File: src/rtl/core/mcw_pkg.sv
package mcw_pkg;

  // Store sizes and letter alphabet
  localparam int MAX_TEXT    = 65536;
  localparam int MAX_PATTERN = 65535;
  localparam int LETTERS     = 52;
  localparam int HALF        = 26;

  localparam int TEXT_AW  = $clog2(MAX_TEXT);
  localparam int CNT_W    = TEXT_AW + 1;
  localparam int NEED_W   = $clog2(MAX_PATTERN + 1);
  localparam int CODE_W   = $clog2(LETTERS);
  localparam int DEF_W    = 18;
  localparam int SYM_W    = 8;
  localparam int START_W  = 16;
  localparam int LENGTH_W = 17;

  localparam logic [SYM_W-1:0] CHAR_UPPER_A = 8'h41;
  localparam logic [SYM_W-1:0] CHAR_UPPER_Z = 8'h5A;
  localparam logic [SYM_W-1:0] CHAR_LOWER_A = 8'h61;
  localparam logic [SYM_W-1:0] CHAR_LOWER_Z = 8'h7A;

  typedef enum logic {
    REQ_PATTERN = 1'b0,
    REQ_TEXT    = 1'b1
  } req_t;

  typedef enum logic [2:0] {
    ST_IDLE,
    ST_PAT,
    ST_TXT,
    ST_LOOK,
    ST_FIX,
    ST_REPORT
  } state_t;

  typedef struct packed {
    logic             req_type;
    logic [SYM_W-1:0] symbol;
    logic             last;
  } item_t;

  typedef struct packed {
    logic                found;
    logic [START_W-1:0]  start_res;
    logic [LENGTH_W-1:0] length;
    logic                overflow;
  } result_t;

  typedef struct packed {
    logic              ok;
    logic [CODE_W-1:0] code;
  } letter_t;

  // Deficit table access, one read and one write port
  typedef struct packed {
    logic              rd_en;
    logic [CODE_W-1:0] rd_addr;
    logic              wr_en;
    logic [CODE_W-1:0] wr_addr;
    logic [DEF_W-1:0]  wr_data;
    logic              clear;
  } def_req_t;

  // Text store access
  typedef struct packed {
    logic               rd_en;
    logic [TEXT_AW-1:0] rd_addr;
    logic               wr_en;
    logic [TEXT_AW-1:0] wr_addr;
    logic [CODE_W-1:0]  wr_data;
  } txt_req_t;

  typedef struct packed {
    logic              busy;
    logic [CNT_W-1:0]  ws;
    logic [CNT_W-1:0]  tc;
    logic [NEED_W-1:0] need;
  } ctl_status_t;

  // Map an ASCII byte to a letter code: upper case first, then lower case
  function automatic letter_t letter_code(input logic [SYM_W-1:0] b);
    letter_t r;
    r.ok   = 1'b0;
    r.code = '0;
    if (b >= CHAR_UPPER_A && b <= CHAR_UPPER_Z) begin
      r.ok   = 1'b1;
      r.code = CODE_W'(b - CHAR_UPPER_A);
    end else if (b >= CHAR_LOWER_A && b <= CHAR_LOWER_Z) begin
      r.ok   = 1'b1;
      r.code = CODE_W'(b - CHAR_LOWER_A + SYM_W'(HALF));
    end
    return r;
  endfunction

endpackage

File: src/rtl/core/mcw_def_mem.sv
module mcw_def_mem import mcw_pkg::*; (
  input  logic             clk,
  input  logic             rst,
  input  def_req_t         req,
  output logic [DEF_W-1:0] rd_data
);

  logic [DEF_W-1:0]   mem [LETTERS];
  logic [LETTERS-1:0] valid;
  logic [DEF_W-1:0]   mem_q;
  logic               hit_q;

  // Write port
  always_ff @(posedge clk) begin
    if (req.wr_en) begin
      mem[req.wr_addr] <= req.wr_data;
    end
  end

  // Registered read
  always_ff @(posedge clk) begin
    if (req.rd_en) begin
      mem_q <= mem[req.rd_addr];
    end
  end

  // Entry valid bits; a clear drops the whole table at once
  always_ff @(posedge clk) begin
    if (rst || req.clear) begin
      valid <= '0;
    end else if (req.wr_en) begin
      valid[req.wr_addr] <= 1'b1;
    end
  end

  always_ff @(posedge clk) begin
    if (rst) begin
      hit_q <= 1'b0;
    end else if (req.rd_en) begin
      hit_q <= valid[req.rd_addr];
    end
  end

  // Unwritten entries read as zero
  assign rd_data = hit_q ? mem_q : '0;

endmodule

File: config.mk
export PLATFORM = sky130hd
export DESIGN_NAME = mcw_def_mem
export DESIGN_NICKNAME = d
export VERILOG_FILES = /design/src/rtl/core/mcw_pkg.sv /design/src/rtl/core/mcw_def_mem.sv
export SDC_FILE = /design/constraint.sdc
export NUM_CORES = 1
export LEC_CHECK = 0
export BUFFER_PORTS_ARGS = -buffer_cell sky130_fd_sc_hd__buf_2
export CAP_MARGIN = 10
export CORE_UTILIZATION = 25
export CTS_BUF_LIST = sky130_fd_sc_hd__clkbuf_16
export CTS_CLUSTER_DIAMETER = 60
export DETAILED_ROUTE_END_ITERATION = 10
export PLACE_DENSITY = 0.49
export SLEW_MARGIN = 25
export SYNTH_ARGS = -nofsm -noshare
export SYNTH_HDL_FRONTEND = slang
export SYNTH_SLANG_ARGS = --single-unit
File: constraint.sdc
create_clock -name clk -period 2.3 [get_ports clk]
set_input_delay 0.23 -clock clk [delete_from_list [all_inputs] [get_ports clk]]
set_output_delay 0.23 -clock clk [all_outputs]
set_load 0.005 [all_outputs]
# --- After elaboration in Yosys (flattened, before gate mapping) ---
# Memories as Yosys holds them, arrays and structs flattened. A register that Yosys moved wholly into a read port is not among the register bits.
# Index checks and enable logic that the tools add are counted.
classes:
  n_addsub: 0
  multipliers: 0
  div: 0
  n_lt_le_gt_ge: 3
  n_eq_ne: 0
  shift: 0
  mux: 7
  bitwise: 1
  n_reduce_logical: 2
op_table:
  columns: ["op", "count"]
  rows:
  - ["$or A52 B52 Y52", 1]
  - ["$mux W18", 1]
  - ["$lt A6 B7 Y1 const B", 2]
  - ["$bmux W1 S6", 1]
  - ["$demux W1 S6", 1]
  - ["$ge A6 B1 Y1 const B", 1]
  - ["$mux W1", 4]
  - ["$logic_and A1 B1 Y1", 1]
  - ["$logic_or A1 B1 Y1", 1]
totals:
  register_bits: 53
  latchBits: 0
  ram_bits: 936
  rom_bits: 0
  in_bits: 35
  output_inout_bits: 18
  elab_cells: 16
  n_memories: 1
mem_list:
  columns: ["memory", "depth", "width", "rd", "rd_clocked_by_memory_dff", "write_ports", "line_no", "source"]
  rows:
  - ["mem", 52, 18, 1, 1, 1, "mcw_def_mem.sv:8", "logic [DEF_W-1:0] mem [LETTERS];"]

# --- Longest topological paths before layout ---
# Gate-level depths: netlist of the first run.
depth:
  depth_word: 5
  depth_mapped: 9
  mapped_depth_nobuf: 5

# --- Worst setup path after synthesis of the first run ---
# Ideal clock, no wire load.
synth_path:
  path_kind: "input port to flip-flop"
  start: "input req[25] (netlist name)"
  end: "memory mem[32][0], enable pin"
  setup_ns: 0.418
  arrival_ns: 1.985
  required_ns: 1.882
  path_slack_ns: -0.103
  path_stages: 3
  n_path_buf: 0
  path_cell_list: "nor2b_1 nand2_1 nor3_1"
synth_via:
  elab_chain_len: 2
synth_lines:
  columns: ["item", "line_no", "source"]
  rows:
  - ["start: declaration", "mcw_def_mem.sv:4", "input def_req_t req,"]
  - ["$mux W1", "mcw_def_mem.sv:15", "if (req.wr_en) begin"]
  - ["$mux W1 (not written as such)", "mcw_def_mem.sv:16", "mem[req.wr_addr] <= req.wr_data;"]
  - ["end: declaration", "mcw_def_mem.sv:8", null]
# No other way between the ends.

==> flow_summary.toml, run 1 <==
[floorplanning]
coreArea_mm2 = 0.152
ios = 53
die-area_mm2 = 0.156
dieHeight_um = 394
core.rowCount = 143
die_x_um = 394
start_util_pct = 25.2

[logic_synthesis]
synth_area_per_cell_um2 = 21.3
yosys.cell_types.count = 37
synth_seq_cells = 1007
syn-cell-area_mm2 = 0.0385
synth_seq_area_share_pct = 77.2
synth-warning-count = 0
synth-async-reset-ratio_pct = 0
synth_edf_count = 954
syn_inst = 1809
syn_nets = 1844
ys.flop_type = "edfxtp_1"

[pwr]
clkPwrFrac_pct = 42.3
power.switching_uw = 8320
p_int_uw = 30500
p_seq_share_pct = 52.2
cellPowerDensity_mw_per_mm2 = 829
power.leakage_uw = 0.0150
combPwrFrac_pct = 5.5
max-vdd-ir-drop_mv = 0.553
sw_frac_of_total_pct = 21.4

[critical_path]
cp_slowest_cell = "mux4_2"
cp_cell_sequence = "mux4_2 > mux2i_1 > a2111oi_1 > buf_4 > nand2_1 > nand3_1"
crit_arrival_ps = 2620
setup.worst_path.class = "flip-flop to flip-flop"
reg2reg_slack_ps = 120
timing.critical_path.buf_inv = 1
cp-start-kind = "flip-flop"
crit_path_end_kind = "flip-flop"
cp_top_family = "multiplexers"
r2r-start = "mem[29][13]"
crit_path_max_fanout = 1
cp_slowest_stage_delay_ps = 470
crit_cells = 6
cp.required_ps = 2740
r2r-end = "mem_q[13]"
r2r_cells = 6

[global_routing]
met3_usage_pct = 2.09
grt_pass1_vias = 19800
grt_busiest_layer = "met2"
grtUsageMet1_pct = 18.0
grt_pass1_wl_um = 149000
antenna_found_initial = 16
grt_use_met2_pct = 22.3
overflow = 0
grtUsageTotal_pct = 13.3
grt_max_degree = 56

[drt]
final_antenna_net_count = 0
drt-wirelength-per-cell_um = 24.7
routed_wl_um = 104000
drt_iter0_drc = 1654
dr.pass1.iters = 5
via_per_inst = 4.54
drc = 0
num_vias = 19100

[finish]
n_fill_cell = 14700
multi_input_area_mm2 = 0.00833
syn_to_final_growth_pct = 21.6
final_cell_count_no_fill = 4211
layout_commonest_cell = "edfxtp_1"
drive_above_1_share_pct = 33.5
regArea_mm2 = 0.0297
nets = 2125
final_cell_mix = "954 x edfxtp_1, 230 x mux4_2, 155 x buf_4"

[clocking]
clockBufferDepth = 3
path_clk_slew_ps = 60
root_buffer = "clkbuf_16"
cts_setup_buffers = 0
cts_made_buffers = 102
cts_sinks = 1007
clkLatencyLatePin_ps = 700
tritoncts = "yes"
htree_levels = 3

[timing]
tightest_slew_ps = 985
hold_viol_final = 0
maxSlewViolCount = 0
max_slew_margin_pct = 34.3
skew_ps = 33.8
rsz0062_at_grt = "no"
finalCritPeriodShare_pct = 94.9
setup_tns_ps = 0
fmax_ghz = 0.458
fin_crit_ps = 2180
setup_violations = 0

[placement]
gp_congestion = 0.769
dpl.hpwl_um = 66000
io_buffers = 52
place_inst = 4010

[hold_path]
whs_endpoint = "mem[28][13]"
min_path_cells = 2
holdCritStartpoint = "req[14]"
min_path_type = "input pin to flip-flop"

[outcome]
status = "finished, final reports clean"

[job]
maxCapViolations = 0
==> state kept, by name (all words and copies together) (netlist names) <==
name and flops:
mem_q 18, valid 52, hit_q 1, mem 936
==> synthesized netlist by cell type, types with 2 or more instances <==
library cell	count	area share, %
nand3b_1	3	0.059
o22ai_1	35	0.57
nand2_1	49	0.48
buf_2	26	0.34
o21ai_0	17	0.22
buf_1	9	0.088
a21oi_1	3	0.039
and2_1	21	0.34
clkbuf_1	38	0.37
or3b_2	3	0.068
mux2i_1	57	1.5
dfxtp_1	53	2.8
nor3b_1	2	0.039
nand3_1	23	0.30
buf_4	16	0.31
mux2_2	19	0.56
or3_1	2	0.033
mux4_2	230	13
nand2b_1	4	0.065
a222oi_1	17	0.44
o21a_1	52	1.0
nor2b_1	7	0.11
a22oi_1	19	0.37
and3b_1	2	0.046
buf_6	13	0.38
nor2_1	89	0.87
edfxtp_1	954	74
a2111oi_0	18	0.41
inv_1	17	0.17
nor3_1	4	0.052
==> through the flow <==
step / hold slack (ps) / util, % / setup slack, ps / area (um^2) / power [uW]
after global routing: 34.8 / 30.7 / 91.1 / 46800 / 40000
after floorplan: 320 / - / 210 / 38500 / 21600
final: 34.6 / 30.7 / 116 / 46800 / 38800
after global placement: 440 / 28.5 / -403 / 43400 / 22800
after CTS: 23.8 / 30.7 / 108 / 46800 / 39200
after detailed placement: 450 / 28.5 / -355 / 43400 / 22800
==> worst max path at each step <==
stage                      startpoint         end  slack (ps)
after floorplan               req[24]  mem[19][0]         210
after CTS                  mem[29][2]    mem_q[2]         110
after detailed placement      req[28]    mem_q[2]        -350
after global placement        req[27]   mem_q[11]        -400
after global routing       mem[29][2]    mem_q[2]          90
final                     mem[29][13]   mem_q[13]         120
==> what timing repair did <==
action,in CTS,in global routing
hold endpoints to repair,43,0
gates resized for setup,0,0
hold buffers,6,0
==> area by class of cell <==
| cell class | count | area share (%) |
|---|---|---|
| timing repair buffer | 279 | 6.10 |
| clock buffer | 105 | 5.61 |
| antenna | 5 | 0.0267 |
| multi-input combinational | 683 | 17.8 |
| tap | 2030 | 5.43 |
| sequential | 1007 | 63.5 |
| clock inverter | 85 | 1.45 |
| inverter | 17 | 0.136 |
==> kinds of logic (layout without fill, tap and decap cells) <==
kind of cell           count (synthesis)  in the layout  synth area share [%]
AO/OA/AOI/OAI                        165            165                  3.14
buffers and inverters                119            486                  1.65
flip-flops                          1007           1007                  77.2
multiplexers                         306            306                  15.5
other                                  0              5                     0
AND/OR/NAND/NOR                      212            212                  2.51
==> power groups by stage <==
stage / Combinational, uW / Clock, uW / Sequential, uW
detailed placement: 2190 / 0 / 20600
CTS: 2210 / 16700 / 20200
finish: 2150 / 16400 / 20200
global route: 2300 / 17400 / 20200
global placement: 2160 / 0 / 20600
floorplan: 995 / 0 / 20600
==> layer usage <==
metal,wire (um),up-vias
met5,72,-
met4,1490,10
met3,4930,112
met2,51300,449
met1,46300,10400
li1,-,8118
(Power assumes the default switching activity.)
==> run 2: changes to the inputs <==
- PLACE_DENSITY: 0.49 -> not set
- PLACE_DENSITY_LB_ADDON: not set -> 0.12
==> flow_summary.toml, run 2 (same netlist as run 1, synthesis figures left out) <==
[finish]
fin_area_mm2 = 0.0484
multi_input_area_mm2 = 0.00832
reg_top3 = "mem x936, valid x52, mem_q x18"
nets = 2201
drive_above_1_share_pct = 36.2
syn_to_final_growth_pct = 25.7
layout_commonest_cell = "edfxtp_1"
largest_register_ffs = 936
regMostFlops = "mem"
regArea_mm2 = 0.0297
final_cell_mix = "954 x edfxtp_1, 230 x mux4_2, 181 x buf_4"
n_fill_cell = 14600
final_cell_count_no_fill = 4307

[drt]
routed_wl_um = 120000
num_vias = 19600
drt-wirelength-per-cell_um = 27.9
drc = 0
drt_iter0_drc = 1809
final_antenna_net_count = 0
dr.pass1.iters = 6
via_per_inst = 4.54

[hold_path]
min_path_type = "input pin to flip-flop"

[pwr]
cellPowerDensity_mw_per_mm2 = 869
combPwrFrac_pct = 5.7
p_seq_share_pct = 48.3
power.switching_uw = 9330
clkPwrFrac_pct = 46.1
sw_frac_of_total_pct = 22.2
max-vdd-ir-drop_mv = 0.594
power.leakage_uw = 0.0157
p_int_uw = 32700

[global_routing]
antenna_found_initial = 9
grt_pass1_wl_um = 167000
grt_max_degree = 53
grt_pass1_vias = 20600
overflow = 0
grtUsageTotal_pct = 15.4

[floorplanning]
die-area_mm2 = 0.156
core.rowCount = 143
die_x_um = 394
start_util_pct = 25.2
ios = 53
coreArea_mm2 = 0.152
dieHeight_um = 394

[clocking]
cts_sinks = 1007
root_buffer = "clkbuf_16"
clockBufferDepth = 3
tritoncts = "yes"
cts_setup_buffers = 0
path_clk_slew_ps = 60
clkLatencyLatePin_ps = 750
htree_levels = 3
cts_made_buffers = 119

[timing]
setup_violations = 0
rsz0062_at_grt = "no"
tightest_slew_ps = 980
fmax_ghz = 0.469
maxSlewViolCount = 0
finalCritPeriodShare_pct = 92.7
hold_viol_final = 0
setup_tns_ps = 0
fin_ws_ps = 167
skew_ps = 29.5
fin_crit_ps = 2130
max_slew_margin_pct = 34.6

[critical_path]
cp-start-kind = "flip-flop"
crit_path_max_fanout = 1
cp_cell_sequence = "mux4_2 > mux2_2 > a22oi_1 > nand3_1"
cp_slowest_cell = "a22oi_1"
cp.required_ps = 2770
setup.worst_path.class = "flip-flop to flip-flop"
crit_path_end_kind = "flip-flop"
crit_arrival_ps = 2600
cp_slowest_stage_delay_ps = 600

[job]
maxCapViolations = 0

[outcome]
status = "finished, final reports clean"

[placement]
dpl.hpwl_um = 73400
place_inst = 4065
dpl_cell_area_mm2 = 0.0442
preCtsSetupSlack_ps = -396
gp_congestion = 0.739
io_buffers = 52
==> run 2: cell count changes in the layout (fill, tap and decap cells not counted), sizes merged <==
cell and change:
buf +55, bufinv +6, clkbuf +17, clkinv +13, clkinvlp +1, diode +1, dlygate4sd3 +4, inv -1
==> run 2: metal layers <==
metal,GRT usage (%),routed length [um],vias up
met3,3.25,5960,148
met4,3.58,2500,6
met1,21.3,54600,10600
met5,0,38,-
met2,24.7,57000,479
li1,-,-,8291
==> run 2: final timing paths <==
path | start | end | slack, ps | cells after the start
min reg2reg | valid[28] | valid[28] | 460 | 1
max | mem[33][7] | mem_q[7] | 170 | 4
min | req[10] | mem[28][9] | 50 | 1
max reg2reg | mem[33][7] | mem_q[7] | 170 | 4
==> run 2: final cells by class <==
class / instances / share of cell area (%)
Timing Repair Buffer: 338 / 7.56
Multi-Input combinational cell: 683 / 17.2
Inverter: 17 / 0.132
Antenna cell: 6 / 0.0310
Clock inverter: 104 / 2.08
Sequential cell: 1007 / 61.4
Clock buffer: 122 / 6.31
Tap cell: 2030 / 5.25
==> run 2: critical path: cells and delay by family (launching register included) <==
| family | cells | cell delay, ps |
|---|---|---|
| flops | 1 | 370 |
| simple gates | 1 | 150 |
| mux | 2 | 740 |
| compound gates | 1 | 600 |
==> run 2: repair_timing <==
action                                 CTS  global route
endpoints found under the hold margin  171             0
hold buffers                            10             0
gates resized for setup                  0             0
==> run 2: per-stage QoR <==
stage / total power, uW / util (%) / hold WS [ps]
global route: 43400 / 31.7 / 8.59
detailed placement: 23100 / 29.0 / 451
floorplan: 21600 / - / 320
global placement: 23100 / 29.0 / 441
finish: 42000 / 31.7 / 48.8
CTS: 42600 / 31.7 / 1.73
==> run 2: power groups by stage <==
| stage | Sequential, uW | Clock (uW) | Combinational (uW) |
|---|---|---|---|
| final | 20300 | 19400 | 2380 |
| after global routing | 20300 | 20600 | 2550 |
| after CTS | 20300 | 19900 | 2450 |
| after detailed placement | 20700 | 0 | 2430 |
| after global placement | 20700 | 0 | 2410 |
| after floorplan | 20600 | 0 | 995 |
==> run 3: changes to the inputs <==
- CORE_UTILIZATION: 25 -> 51
==> flow_summary.toml, run 3 (same netlist as run 1, synthesis figures left out) <==
[timing]
setup_violations = 0
fmax_ghz = 0.482
fin_crit_ps = 2070
setup_tns_ps = 0
rsz0062_at_grt = "no"
finalCritPeriodShare_pct = 90.2
skew_ps = 25.1
tightest_slew_ps = 1050
max_slew_margin_pct = 29.6
hold_viol_final = 0
maxSlewViolCount = 0

[finish]
multi_input_area_mm2 = 0.00832
final_cell_mix = "954 x edfxtp_1, 230 x mux4_2, 147 x buf_4"
final_cell_count_no_fill = 3115
reg_top3 = "mem x936, valid x52, mem_q x18"
regArea_mm2 = 0.0297
syn_to_final_growth_pct = 16.9
drive_above_1_share_pct = 32.5
largest_register_ffs = 936
nets = 2098
layout_commonest_cell = "edfxtp_1"
regMostFlops = "mem"
n_fill_cell = 5334

[critical_path]
cp_cell_sequence = "and2_1 > buf_2"
r2r-start = "mem[27][1]"
cp.required_ps = 2070
setup.worst_path.class = "flip-flop to primary output"
cp-start-kind = "flip-flop"
reg2reg_slack_ps = 280
cp_top_family = "flip-flops"
crit_path_max_fanout = 19
crit_arrival_ps = 1840
timing.critical_path.buf_inv = 1
r2r_cells = 5
crit_path_end_kind = "primary output"
cp_slowest_stage_delay_ps = 710
cp_slowest_cell = "dfxtp_1"
r2r-end = "mem_q[1]"

[clocking]
cts_sinks = 1007
clkLatencyLatePin_ps = 660
tritoncts = "yes"
clockBufferDepth = 3
cts_made_buffers = 102
path_clk_slew_ps = 60
htree_levels = 3
root_buffer = "clkbuf_16"
cts_setup_buffers = 0

[pwr]
max-vdd-ir-drop_mv = 0.711
clkPwrFrac_pct = 41.3
combPwrFrac_pct = 5.3
finalPower_uw = 38000
p_seq_share_pct = 53.4
p_int_uw = 30000
sw_frac_of_total_pct = 20.9
power.switching_uw = 7930
cellPowerDensity_mw_per_mm2 = 844
power.leakage_uw = 0.0147

[floorplanning]
dieHeight_um = 277
ios = 53
core.rowCount = 100
coreArea_mm2 = 0.0746
die_x_um = 277
start_util_pct = 51.6
die-area_mm2 = 0.0766

[global_routing]
antenna_found_initial = 7
grt_pass1_wl_um = 131000
overflow = 0
grtUsageTotal_pct = 23.8
grt_pass1_vias = 19300
grt_max_degree = 53

[drt]
drc = 0
dr.pass1.iters = 6
drt-wirelength-per-cell_um = 28.6
via_per_inst = 6.00
drt_iter0_drc = 1772
num_vias = 18700
final_antenna_net_count = 0
routed_wl_um = 89100

[hold_path]
min_path_cells = 1
min_path_type = "input pin to flip-flop"
holdCritStartpoint = "req[3]"
whs_endpoint = "mem[4][2]"

[placement]
io_buffers = 52
dpl.hpwl_um = 53900
gp_congestion = 0.887
place_inst = 2925

[outcome]
status = "finished, final reports clean"

[job]
maxCapViolations = 0
==> run 3: cell types whose count changed in the layout (fill, tap and decap cells not counted), moves of 4 or more <==
cell,previous run,this run
buf_12,96,55
buf_4,181,147
clkbuf_16,122,106
clkinv_2,26,14
bufinv_16,16,6
a2111oi_0,15,6
a2111oi_1,3,12
inv_1,31,39
dlygate4sd3_1,10,3
inv_6,10,3
buf_2,48,44
==> run 3: routing by layer <==
metal / track usage [%] / wire, um / vias to the layer above
li1: - / - / 8033
met1: 32.2 / 36400 / 9949
met2: 38.5 / 43800 / 538
met3: 5.35 / 6030 / 151
met4: 8.13 / 2830 / 6
met5: 0 / 39 / -
==> run 3: worst reg2reg max path: stages, from the launching register on <==
cell	delay, ps
edfxtp_1	330
mux4_2	230
mux2i_1	140
a2111oi_0	940
nand2_1	120
nand3_1	110
==> run 3: how the worst max path moves through the flow <==
stage	startpoint	endpoint	slack [ps]	depth (start not counted)
2_1_floorplan	req[24]	mem[19][0]	210	3
3_3_place_gp	req[27]	mem_q[10]	-160	8
3_5_place_dp	req[27]	mem_q[7]	-200	8
4_1_cts	hit_q	rd_data[2]	230	2
5_1_grt	hit_q	rd_data[2]	130	2
6_report	hit_q	rd_data[2]	230	2
==> run 3: stage by stage <==
stage          worst slack [ps]  cell area (um^2)  util (%)  hold WS, ps
6_report                    226             45000      60.3         51.1
5_1_grt                     126             45000      60.3         32.0
4_1_cts                     228             45000      60.3         17.8
3_5_place_dp               -199             41800      56.0          449
3_3_place_gp               -164             41800      56.0          441
2_1_floorplan               210             38500         -          320
==> run 3: cell type report <==
| class | count | area share [%] |
|---|---|---|
| antenna | 3 | 0.0167 |
| clock inverter | 78 | 1.18 |
| sequential | 1007 | 66.0 |
| tap | 969 | 2.69 |
| inverter | 17 | 0.142 |
| clock buffer | 106 | 5.90 |
| multi-input combinational | 683 | 18.5 |
| timing repair buffer | 252 | 5.54 |
==> run 3: what timing repair did <==
item | in CTS | in global routing
endpoints found under the setup margin | 0 | 0
gates resized for setup | 0 | 0
hold buffers | 3 | 0
endpoints found under the hold margin | 29 | 0
==> run 3: power by group through the flow <==
stage                     registers, uW  clock network [uW]  logic (uW)
after floorplan                   20600                   0         995
after CTS                         20300               15900        2030
final                             20300               15700        2000
after global placement            20600                   0        2000
after detailed placement          20700                   0        2020
after global routing              20300               16600        2140
